<file path="src/rtl/sed_pkg.sv">
// Shared types, character codes and helper functions for the string escape decoder.
`timescale 1ns / 1ps
`default_nettype none

package sed_pkg;

    localparam int MAX_STRING_LEN = 65535;
    localparam int LEN_W          = 16;

    // Length counter stops at the smaller of the string limit and the field range.
    localparam logic [LEN_W-1:0] LEN_LIMIT =
        (MAX_STRING_LEN > 65535) ? 16'hFFFF : LEN_W'(MAX_STRING_LEN);

    localparam logic [1:0] OCT_MAX_DIGITS = 2'd3;

    localparam logic [7:0] CH_BSLASH = 8'h5C;
    localparam logic [7:0] CH_DQUOTE = 8'h22;
    localparam logic [7:0] CH_SLASH  = 8'h2F;
    localparam logic [7:0] CH_A      = 8'h61;
    localparam logic [7:0] CH_B      = 8'h62;
    localparam logic [7:0] CH_F      = 8'h66;
    localparam logic [7:0] CH_N      = 8'h6E;
    localparam logic [7:0] CH_R      = 8'h72;
    localparam logic [7:0] CH_T      = 8'h74;
    localparam logic [7:0] CH_V      = 8'h76;
    localparam logic [7:0] CH_ZERO   = 8'h30;
    localparam logic [7:0] CH_SEVEN  = 8'h37;

    localparam logic [7:0] CODE_BEL = 8'h07;
    localparam logic [7:0] CODE_BS  = 8'h08;
    localparam logic [7:0] CODE_TAB = 8'h09;
    localparam logic [7:0] CODE_LF  = 8'h0A;
    localparam logic [7:0] CODE_VT  = 8'h0B;
    localparam logic [7:0] CODE_FF  = 8'h0C;
    localparam logic [7:0] CODE_CR  = 8'h0D;

    typedef struct packed {
        logic             esc;
        logic             oct_act;
        logic [8:0]       acc;
        logic [1:0]       ocnt;
        logic [LEN_W-1:0] count;
    } dec_state_t;

    typedef struct packed {
        logic [7:0]       data;
        logic             run_last;
        logic             done;
        logic [LEN_W-1:0] length;
    } result_t;

    typedef struct packed {
        logic hit;
        logic [7:0] code;
    } esc_map_t;

    function automatic logic is_octal(input logic [7:0] b);
        return b inside {[CH_ZERO:CH_SEVEN]};
    endfunction

    function automatic esc_map_t map_escape(input logic [7:0] b);
        esc_map_t m;
        m.hit  = 1'b1;
        m.code = 8'h00;
        case (b)
            CH_BSLASH: m.code = CH_BSLASH;
            CH_DQUOTE: m.code = CH_DQUOTE;
            CH_SLASH:  m.code = CH_SLASH;
            CH_A:      m.code = CODE_BEL;
            CH_B:      m.code = CODE_BS;
            CH_F:      m.code = CODE_FF;
            CH_N:      m.code = CODE_LF;
            CH_R:      m.code = CODE_CR;
            CH_T:      m.code = CODE_TAB;
            CH_V:      m.code = CODE_VT;
            default:   m.hit  = 1'b0;
        endcase
        return m;
    endfunction

    function automatic logic [LEN_W-1:0] len_inc(input logic [LEN_W-1:0] c);
        return (c >= LEN_LIMIT) ? c : c + LEN_W'(1);
    endfunction

endpackage

`default_nettype wire

</file>
<file path="src/rtl/sed_decode.sv">
// Combinational escape decode of one byte against the current decoder state.
`timescale 1ns / 1ps
`default_nettype none

module sed_decode (
    input  wire sed_pkg::dec_state_t st,
    input  wire logic [7:0]          in_byte,
    input  wire logic                in_last,
    output sed_pkg::dec_state_t      st_next,
    output logic                     emit_a,
    output logic                     emit_b,
    output sed_pkg::result_t         res_a,
    output sed_pkg::result_t         res_b
);

    sed_pkg::esc_map_t          map;
    logic                       digit;
    logic [8:0]                 acc_ext;
    logic [1:0]                 ocnt_inc;
    logic                       plain;
    logic [7:0]                 byte_a;
    logic [7:0]                 byte_b;
    logic [sed_pkg::LEN_W-1:0]  len_a;
    logic [sed_pkg::LEN_W-1:0]  len_b;

    always_comb
    begin
        st_next  = st;
        emit_a   = 1'b0;
        emit_b   = 1'b0;
        byte_a   = 8'h00;
        byte_b   = 8'h00;
        plain    = 1'b0;
        map      = sed_pkg::map_escape(in_byte);
        digit    = sed_pkg::is_octal(in_byte);
        acc_ext  = {st.acc[5:0], in_byte[2:0]};
        ocnt_inc = st.ocnt + 2'd1;

        if (st.oct_act)
        begin
            if (digit)
            begin
                st_next.acc  = acc_ext;
                st_next.ocnt = ocnt_inc;
                // third digit or string end flushes the value
                if (ocnt_inc == sed_pkg::OCT_MAX_DIGITS || in_last)
                begin
                    emit_a          = 1'b1;
                    byte_a          = acc_ext[7:0];
                    st_next.oct_act = 1'b0;
                    st_next.acc     = 9'd0;
                    st_next.ocnt    = 2'd0;
                end
            end
            else
            begin
                // non-digit ends the octal run, then decodes as a plain byte
                emit_a          = 1'b1;
                byte_a          = st.acc[7:0];
                st_next.oct_act = 1'b0;
                st_next.acc     = 9'd0;
                st_next.ocnt    = 2'd0;
                plain           = 1'b1;
            end
        end
        else if (st.esc)
        begin
            st_next.esc = 1'b0;
            if (map.hit)
            begin
                emit_a = 1'b1;
                byte_a = map.code;
            end
            else if (digit)
            begin
                st_next.oct_act = 1'b1;
                st_next.acc     = {6'd0, in_byte[2:0]};
                st_next.ocnt    = 2'd1;
                if (in_last)
                begin
                    emit_a = 1'b1;
                    byte_a = {5'd0, in_byte[2:0]};
                end
            end
            else
            begin
                // unknown escape: both bytes pass through
                emit_a = 1'b1;
                byte_a = sed_pkg::CH_BSLASH;
                emit_b = 1'b1;
                byte_b = in_byte;
            end
        end
        else
        begin
            plain = 1'b1;
        end

        if (plain)
        begin
            if (in_byte == sed_pkg::CH_BSLASH && !in_last)
            begin
                st_next.esc = 1'b1;
            end
            else if (emit_a)
            begin
                emit_b = 1'b1;
                byte_b = in_byte;
            end
            else
            begin
                emit_a = 1'b1;
                byte_a = in_byte;
            end
        end

        len_a = sed_pkg::len_inc(st.count);
        len_b = sed_pkg::len_inc(len_a);

        if (emit_b)
        begin
            st_next.count = len_b;
        end
        else if (emit_a)
        begin
            st_next.count = len_a;
        end

        // string end returns everything to the idle state
        if (in_last)
        begin
            st_next = '0;
        end

        res_a.data     = byte_a;
        res_a.run_last = !emit_b;
        res_a.done     = in_last && !emit_b;
        res_a.length   = len_a;
        res_b.data     = byte_b;
        res_b.run_last = 1'b1;
        res_b.done     = in_last;
        res_b.length   = len_b;
    end

endmodule

`default_nettype wire

</file>
<file path="src/rtl/sed_out_queue.sv">
// Two-entry result register queue; head entry drives the output word.
`timescale 1ns / 1ps
`default_nettype none

module sed_out_queue (
    input  wire logic                clk,
    input  wire logic                rst_n,
    input  wire logic                push_a,
    input  wire sed_pkg::result_t    res_a,
    input  wire logic                push_b,
    input  wire sed_pkg::result_t    res_b,
    input  wire logic                out_ready,
    output logic                     head_valid,
    output sed_pkg::result_t         head,
    output logic                     room
);

    sed_pkg::result_t ent0_reg;
    sed_pkg::result_t ent1_reg;
    sed_pkg::result_t ent0_next;
    sed_pkg::result_t ent1_next;
    logic [1:0]       occ_reg;
    logic [1:0]       occ_next;
    logic             pop;

    assign head_valid = (occ_reg != 2'd0);
    assign head       = ent0_reg;
    assign pop        = head_valid && out_ready;
    // room for a two-word burst once this cycle's pop is taken
    assign room       = (occ_reg == 2'd0) || (occ_reg == 2'd1 && pop);

    always_comb
    begin
        ent0_next = ent0_reg;
        ent1_next = ent1_reg;
        occ_next  = occ_reg;
        if (pop)
        begin
            ent0_next = ent1_reg;
            occ_next  = occ_reg - 2'd1;
        end
        if (push_a)
        begin
            if (occ_next == 2'd0)
            begin
                ent0_next = res_a;
            end
            else
            begin
                ent1_next = res_a;
            end
            occ_next = occ_next + 2'd1;
        end
        if (push_b)
        begin
            ent1_next = res_b;
            occ_next  = occ_next + 2'd1;
        end
    end

    always_ff @(posedge clk or negedge rst_n)
    begin
        if (!rst_n)
        begin
            occ_reg <= 2'd0;
        end
        else
        begin
            occ_reg <= occ_next;
        end
    end

    always_ff @(posedge clk)
    begin
        ent0_reg <= ent0_next;
        ent1_reg <= ent1_next;
    end

endmodule

`default_nettype wire

</file>
<file path="src/rtl/string_escape_decoder.sv">
// Top level: streaming C-style backslash escape decoder with octal escapes.
// A word passes the input register, then the output queue register, before its first result shows.
// Throughput: one input word per cycle while m_axis_tready is high; a word that
// makes two results fills the two-entry output queue and stalls the input.
// Reset (rst_n low, asynchronous) clears decoder state, input and output valids.
// After reset the block starts a new string; tlast on input ends each string.
`timescale 1ns / 1ps
`default_nettype none

module string_escape_decoder (
    input  wire logic        clk,
    input  wire logic        rst_n,
    input  wire logic        s_axis_tvalid,
    output logic             s_axis_tready,
    input  wire logic [7:0]  s_axis_tdata,   // [7:0] in_byte
    input  wire logic        s_axis_tlast,   // is_last
    output logic             m_axis_tvalid,
    input  wire logic        m_axis_tready,
    output logic [23:0]      m_axis_tdata,   // [7:0] out_byte, [23:8] out_length
    output logic             m_axis_tlast,   // run_last
    output logic             m_axis_tuser    // string_done
);

    // input register
    logic                in_valid_reg;
    logic [7:0]          in_byte_reg;
    logic                in_last_reg;

    // decoder state, updated only when a word is decoded
    sed_pkg::dec_state_t st_reg;
    sed_pkg::dec_state_t st_next;

    logic                emit_a;
    logic                emit_b;
    sed_pkg::result_t    res_a;
    sed_pkg::result_t    res_b;
    logic                room;
    logic                fire;
    logic                head_valid;
    sed_pkg::result_t    head;

    // decode the held word only when the queue can absorb two results
    assign fire          = in_valid_reg && room;
    assign s_axis_tready = !in_valid_reg || fire;

    always_ff @(posedge clk or negedge rst_n)
    begin
        if (!rst_n)
        begin
            in_valid_reg <= 1'b0;
            st_reg       <= '0;
        end
        else
        begin
            if (s_axis_tvalid && s_axis_tready)
            begin
                in_valid_reg <= 1'b1;
            end
            else if (fire)
            begin
                in_valid_reg <= 1'b0;
            end
            if (fire)
            begin
                st_reg <= st_next;
            end
        end
    end

    always_ff @(posedge clk)
    begin
        if (s_axis_tvalid && s_axis_tready)
        begin
            in_byte_reg <= s_axis_tdata;
            in_last_reg <= s_axis_tlast;
        end
    end

    sed_decode u_decode (
        .st      (st_reg),
        .in_byte (in_byte_reg),
        .in_last (in_last_reg),
        .st_next (st_next),
        .emit_a  (emit_a),
        .emit_b  (emit_b),
        .res_a   (res_a),
        .res_b   (res_b)
    );

    sed_out_queue u_queue (
        .clk        (clk),
        .rst_n      (rst_n),
        .push_a     (fire && emit_a),
        .res_a      (res_a),
        .push_b     (fire && emit_b),
        .res_b      (res_b),
        .out_ready  (m_axis_tready),
        .head_valid (head_valid),
        .head       (head),
        .room       (room)
    );

    assign m_axis_tvalid = head_valid;
    assign m_axis_tdata  = {head.length, head.data};
    assign m_axis_tlast  = head.run_last;
    assign m_axis_tuser  = head.done;

endmodule

`default_nettype wire

</file>
<file path="config.mk">
export PLATFORM = sky130hd
export DESIGN_NAME = string_escape_decoder
export DESIGN_NICKNAME = d
export VERILOG_FILES = /design/src/rtl/sed_pkg.sv /design/src/rtl/sed_decode.sv /design/src/rtl/sed_out_queue.sv /design/src/rtl/string_escape_decoder.sv
export SDC_FILE = /design/constraint.sdc
export NUM_CORES = 1
export LEC_CHECK = 0
export BUFFER_PORTS_ARGS = -buffer_cell sky130_fd_sc_hd__buf_4
export CORE_MARGIN = 10
export CORE_UTILIZATION = 55
export DETAILED_ROUTE_END_ITERATION = 7
export PLACE_DENSITY = 0.78
export RECOVER_POWER = 50
export SLEW_MARGIN = 10
export SYNTH_ARGS = -nofsm -noshare
export SYNTH_HDL_FRONTEND = slang
export SYNTH_SLANG_ARGS = --single-unit
export TNS_END_PERCENT = 50
</file>
<file path="constraint.sdc">
create_clock -name clk -period 4.9 [get_ports clk]
set_clock_uncertainty 0.15 [all_clocks]
set_input_delay 0.49 -clock clk [delete_from_list [all_inputs] [get_ports clk]]
set_output_delay 0.49 -clock clk [all_outputs]
set_load 0.01 [all_outputs]
</file>
-- Word-level counts from Yosys, hierarchy flattened
Index checks and enable logic that the tools add are counted.
Widths: inputs -> output; s select.
- output and inout bits: 28
- bits in registers: 92
- reductions and logical operators: 28
- muxes and demuxes: 62
- bitwise gates (word level): 1
- $add $sub $neg: 6
- equality and inequality tests: 14
- order comparisons: 4
- operators with widths (cell ; count):
    $mux 26 ; 6
    $mux 8 ; 16
    $mux 12 ; 6
    $pmux 7 s10 ; 1
    $eq 8x7->1 const B ; 8
    $mux 16 ; 4
    $add 16x1->16 const B ; 2
    $ge 16x16->1 const B ; 2
    $mux 29 ; 1
    $mux 1 ; 24
    $eq 8x6->1 const B ; 2
    $reduce_or 10->1 ; 1
    $logic_and 1x1->1 ; 9
    $reduce_bool 3->1 ; 3
    $ge 8x6->1 const B ; 1
    $le 8x6->1 const B ; 1
    $add 2x1->2 const B ; 3
    $mux 2 ; 3
    $reduce_and 2->1 ; 3
    $reduce_bool 2->1 ; 3
    $logic_not 2->1 ; 2
    $reduce_and 4->1 ; 1
    $logic_not 1->1 ; 3
    $logic_or 1x1->1 ; 3
    7 further kinds ; 7

-- Longest topological paths before layout
- word-level depth: 14
- mapped depth: 15
- gate-level depth less buffers: 12

-- By module
A second synthesis with hierarchy kept.
- cell total of the unflattened synthesis: 675
- area total of the unflattened synthesis: 6409.9 um^2
- by module, submodules not included (module ; area an instance (um^2) ; seq. area each (um^2) ; cells an instance ; instances):
    sed_decode ; 2560.0 ; 0.0 ; 404 ; 1
    sed_out_queue ; 2401.1 ; 1351.3 ; 194 ; 1
    string_escape_decoder ; 1448.9 ; 1021.0 ; 77 ; 1

-- Worst setup path after synthesis
OpenSTA, ideal clock, no wires.
- kind: flip-flop to flip-flop
- from: register st_reg[1] (netlist bit)
- to: register u_queue.ent1_reg[9] (netlist bit) (data pin)
- buffers on the path: 3
- stages on the path, launching flop included: 16
- data arrival time: 3208 ps
- period minus slack after synthesis: 3619 ps
- required time: 4489 ps
- setup slack: 1281 ps
- setup time: 261 ps
- cell sequence: dfrtp_1 ha_1 nand4_1 clkbuf_1 or4_1 clkbuf_1 nand2_1 nand2_1 ha_1 o21ai_0 a211oi_1 nand3_1 clkbuf_1 nor2_2 o31a_1 a21oi_1
- RTL lines (element ; RTL line ; RTL):
    from (decl) ; string_escape_decoder.sv:30 ; sed_pkg::dec_state_t st_reg;
    from (signal assigned) ; string_escape_decoder.sv:65 ; st_reg <= st_next;
    to (signal assigned) ; sed_out_queue.sv:76 ; ent1_reg <= ent1_next;
    to (decl) ; sed_out_queue.sv:19 ; sed_pkg::result_t ent1_reg;

==> out/metrics.cfg <==
[global_routing]
grt_pass1_wl_um = 25200
grt_pass1_vias = 4727
grt_overflow = 0
grt_max_degree = 53
grt_util_all_layers_pct = 21.0
antenna_found_initial = 0

[min_path]
whs_endpoint = in_byte_reg[7]
hp-class = input port to flip-flop
min_from = s_axis_tdata[7]
holdPathStages = 1

[pwr]
power_density_nw_per_um2 = 490
ir_drop_mv = 0.434
leakagePower_uw = 0.00229
fin_total_pwr_uw = 2970

[sta]
max_freq_mhz = 228
max-slew-margin-rel_pct = -17.4
period_share_pct = 89.4
worstMarginPinSlew_ns = 1.76
setup_tns_ns = 0
period_minus_slack_ns = 4.38
grt_setup_unrepaired = false
slew_violations = 32
final_hold_viol_count = 0
setup_viol = 0

[critical_path]
crit_fanout = 12
crit_family = simple AND/OR/NAND/NOR gates
reg2reg_from = st_reg[0]
setup.worst_path.start = st_reg[0]
required_ns = 4.97
endpoint_kind = flip-flop
cp_cell_sequence = ha_1 > nand4_1 > nor4_4 > xnor2_1 > ha_1 > o21ai_0 > a211oi_1 > buf_4 > nand3_1 > nor2_2 > o21ai_0 > a31oi_1
crit_slowest_cell = dfrtp_1
reg2regPathDepth = 12
r2r_setup_slack_ns = 0.52
cp_num_buf_inv = 1
reg2reg_to = u_queue.ent1_reg[7]
arrival_ns = 4.45
cp_slowest_stage_delay_ns = 0.58
cp-start-kind = flip-flop
path_class = flip-flop to flip-flop

[routing]
via_count = 5170
vias_per_cell = 6.24
route.detailed.drc = 0
finalWirelength_um = 15500
first_pass_iters = 5
wire_per_inst_um = 18.7
antenna_left = 0
drt_iter0_drc = 742

[logic_synthesis]
syn-cell-area_um2 = 5590
yosysSeqAreaShare_pct = 41.8
synth_ff_type = edfxtp_1
synth_area_leader_cell = edfxtp_1
netlist.area_leader.share_pct = 18.3
syn_avg_cell_area_um2 = 8.31
synth_area_leaders = edfxtp_1, dfrtp_1, nand2_1, dfxtp_1, o21ai_0
netlist-cell-type-count = 71
syn_nets = 692
synthCells = 673
synthArstFlopShare_pct = 33.7
synth_edf_count = 34
synth_common_cells = nand2_1, o21ai_0, nor2_1, clkbuf_1, edfxtp_1
yosys_register_bits = 92
yosysWarnings = 0
synth_most_common_cell = nand2_1

[place]
dp_hpwl_um = 11200
place_area_um2 = 5960
place_inst = 810
gp_congestion = 0.937
place.port_buffers = 40

[outcome]
violations = capacitance limit, slew limit
outcome = finished with violations

[final_layout]
n_antenna_cell = 0
largest_reg_flops = 28
layout-drive-gt1-share_pct = 8.91
final_core_util_pct = 61.8
fin_cells = 829
nets = 710
area_growth_pct = 8.41
fillers = 943
fin_area_um2 = 6060

[floorplanning]
die-height_um = 121
die_x_um = 121
core-area_um2 = 9820
io_pins = 41
rows = 36
initial_utilization_pct = 57.0
die_area_um2 = 14600

[job]
maxCapViolations = 1

[clock_network]
cts_made_buffers = 9
clock-sinks = 92
clk_latency_ns = 0.37
cts_tree = done
htree_levels = 3
cts.reportedPaths.clkPinSlew_ns = 0.10
cts.path.max_buffers = 2
clock-root-buffer = clkbuf_8

placed cells by master, fill, tap and decap left out, drive strengths merged, types with 3 or more instances in the layout:
cell type and instances:
nand2 145, o21ai 56, nor2 49, clkbuf 49, edfxtp 34, a21oi 33
dfrtp 31, dfxtp 27, a31oi 24, nand3 20, buf 17, nand2b 16
nor3 16, xnor2 13, a211oi 11, inv 11, o211ai 11, mux2i 9
or4 9, nor4 9, or3 8, a22o 7, ha 6, nand4 6
mux2 5, nand4b 4, and3 4, nor2b 4, clkinv 4, xor2 3
and4 3, o31ai 3, a21o 3, nand3b 3, o22ai 3, a21boi 3
worst max path at each step:
stage	endpoint	slack, ns	cells past startpoint
floorplan	u_queue.ent1_reg[9]	1.28	15
global placement	u_queue.ent1_reg[9]	0.48	12
detailed placement	u_queue.ent1_reg[7]	0.23	12
CTS	u_queue.ent1_reg[7]	0.18	12
global route	u_queue.ent1_reg[10]	0.16	12
finish	u_queue.ent1_reg[7]	0.52	12
logic make-up (layout without fill, tap and decap cells):
kind of cell | after synthesis | count (layout) | share of synthesized area [%]
buffers and inverters | 61 | 84 | 4.56
DFF | 92 | 92 | 41.8
adders and majority gates | 6 | 6 | 1.34
AOI/OAI and AO/OA | 177 | 177 | 20.2
muxes | 14 | 14 | 2.62
xor gates and xnor gates | 16 | 16 | 2.51
and+or+nand+nor | 307 | 307 | 27.0
metrics by stage:
step           hold slack, ns  setup slack, ns
6_report                0.167            0.518
5_1_grt                 0.151            0.164
4_1_cts                 0.136            0.182
3_5_place_dp            0.292            0.229
3_3_place_gp            0.282            0.481
2_1_floorplan          0.0444             1.28
metal layers:
layer	vias to the layer above	GRT usage [%]	share of wire, %
met3	14	4.79	9.3
met5	-	0	0
met1	2441	30.1	46
met2	245	31.3	43
li1	2470	-	-
met4	0	4.90	0.93
power breakdown:
part | switching (uW) | internal, uW
sequential | 172 | 1090
combinational | 791 | 399
clock | 284 | 234
layout make-up:
cell class	count	area, um2	share of cell area (%)
inverters	10	37.5	0.619
flip-flops and latches	92	2340	38.5
clock inverters	7	65.1	1.07
multi-input cells	520	3010	49.7
clock buffers	9	124	2.04
well taps	133	166	2.74
repair buffers	58	322	5.30
timing repair:
item,4_1_cts,5_1_grt
hold buffers,1,0
gates resized for setup,0,1
hold endpoints to repair,31,0
setup endpoints to repair,0,26
buffers inserted,0,2
Power figures use the tool's default switching activity.
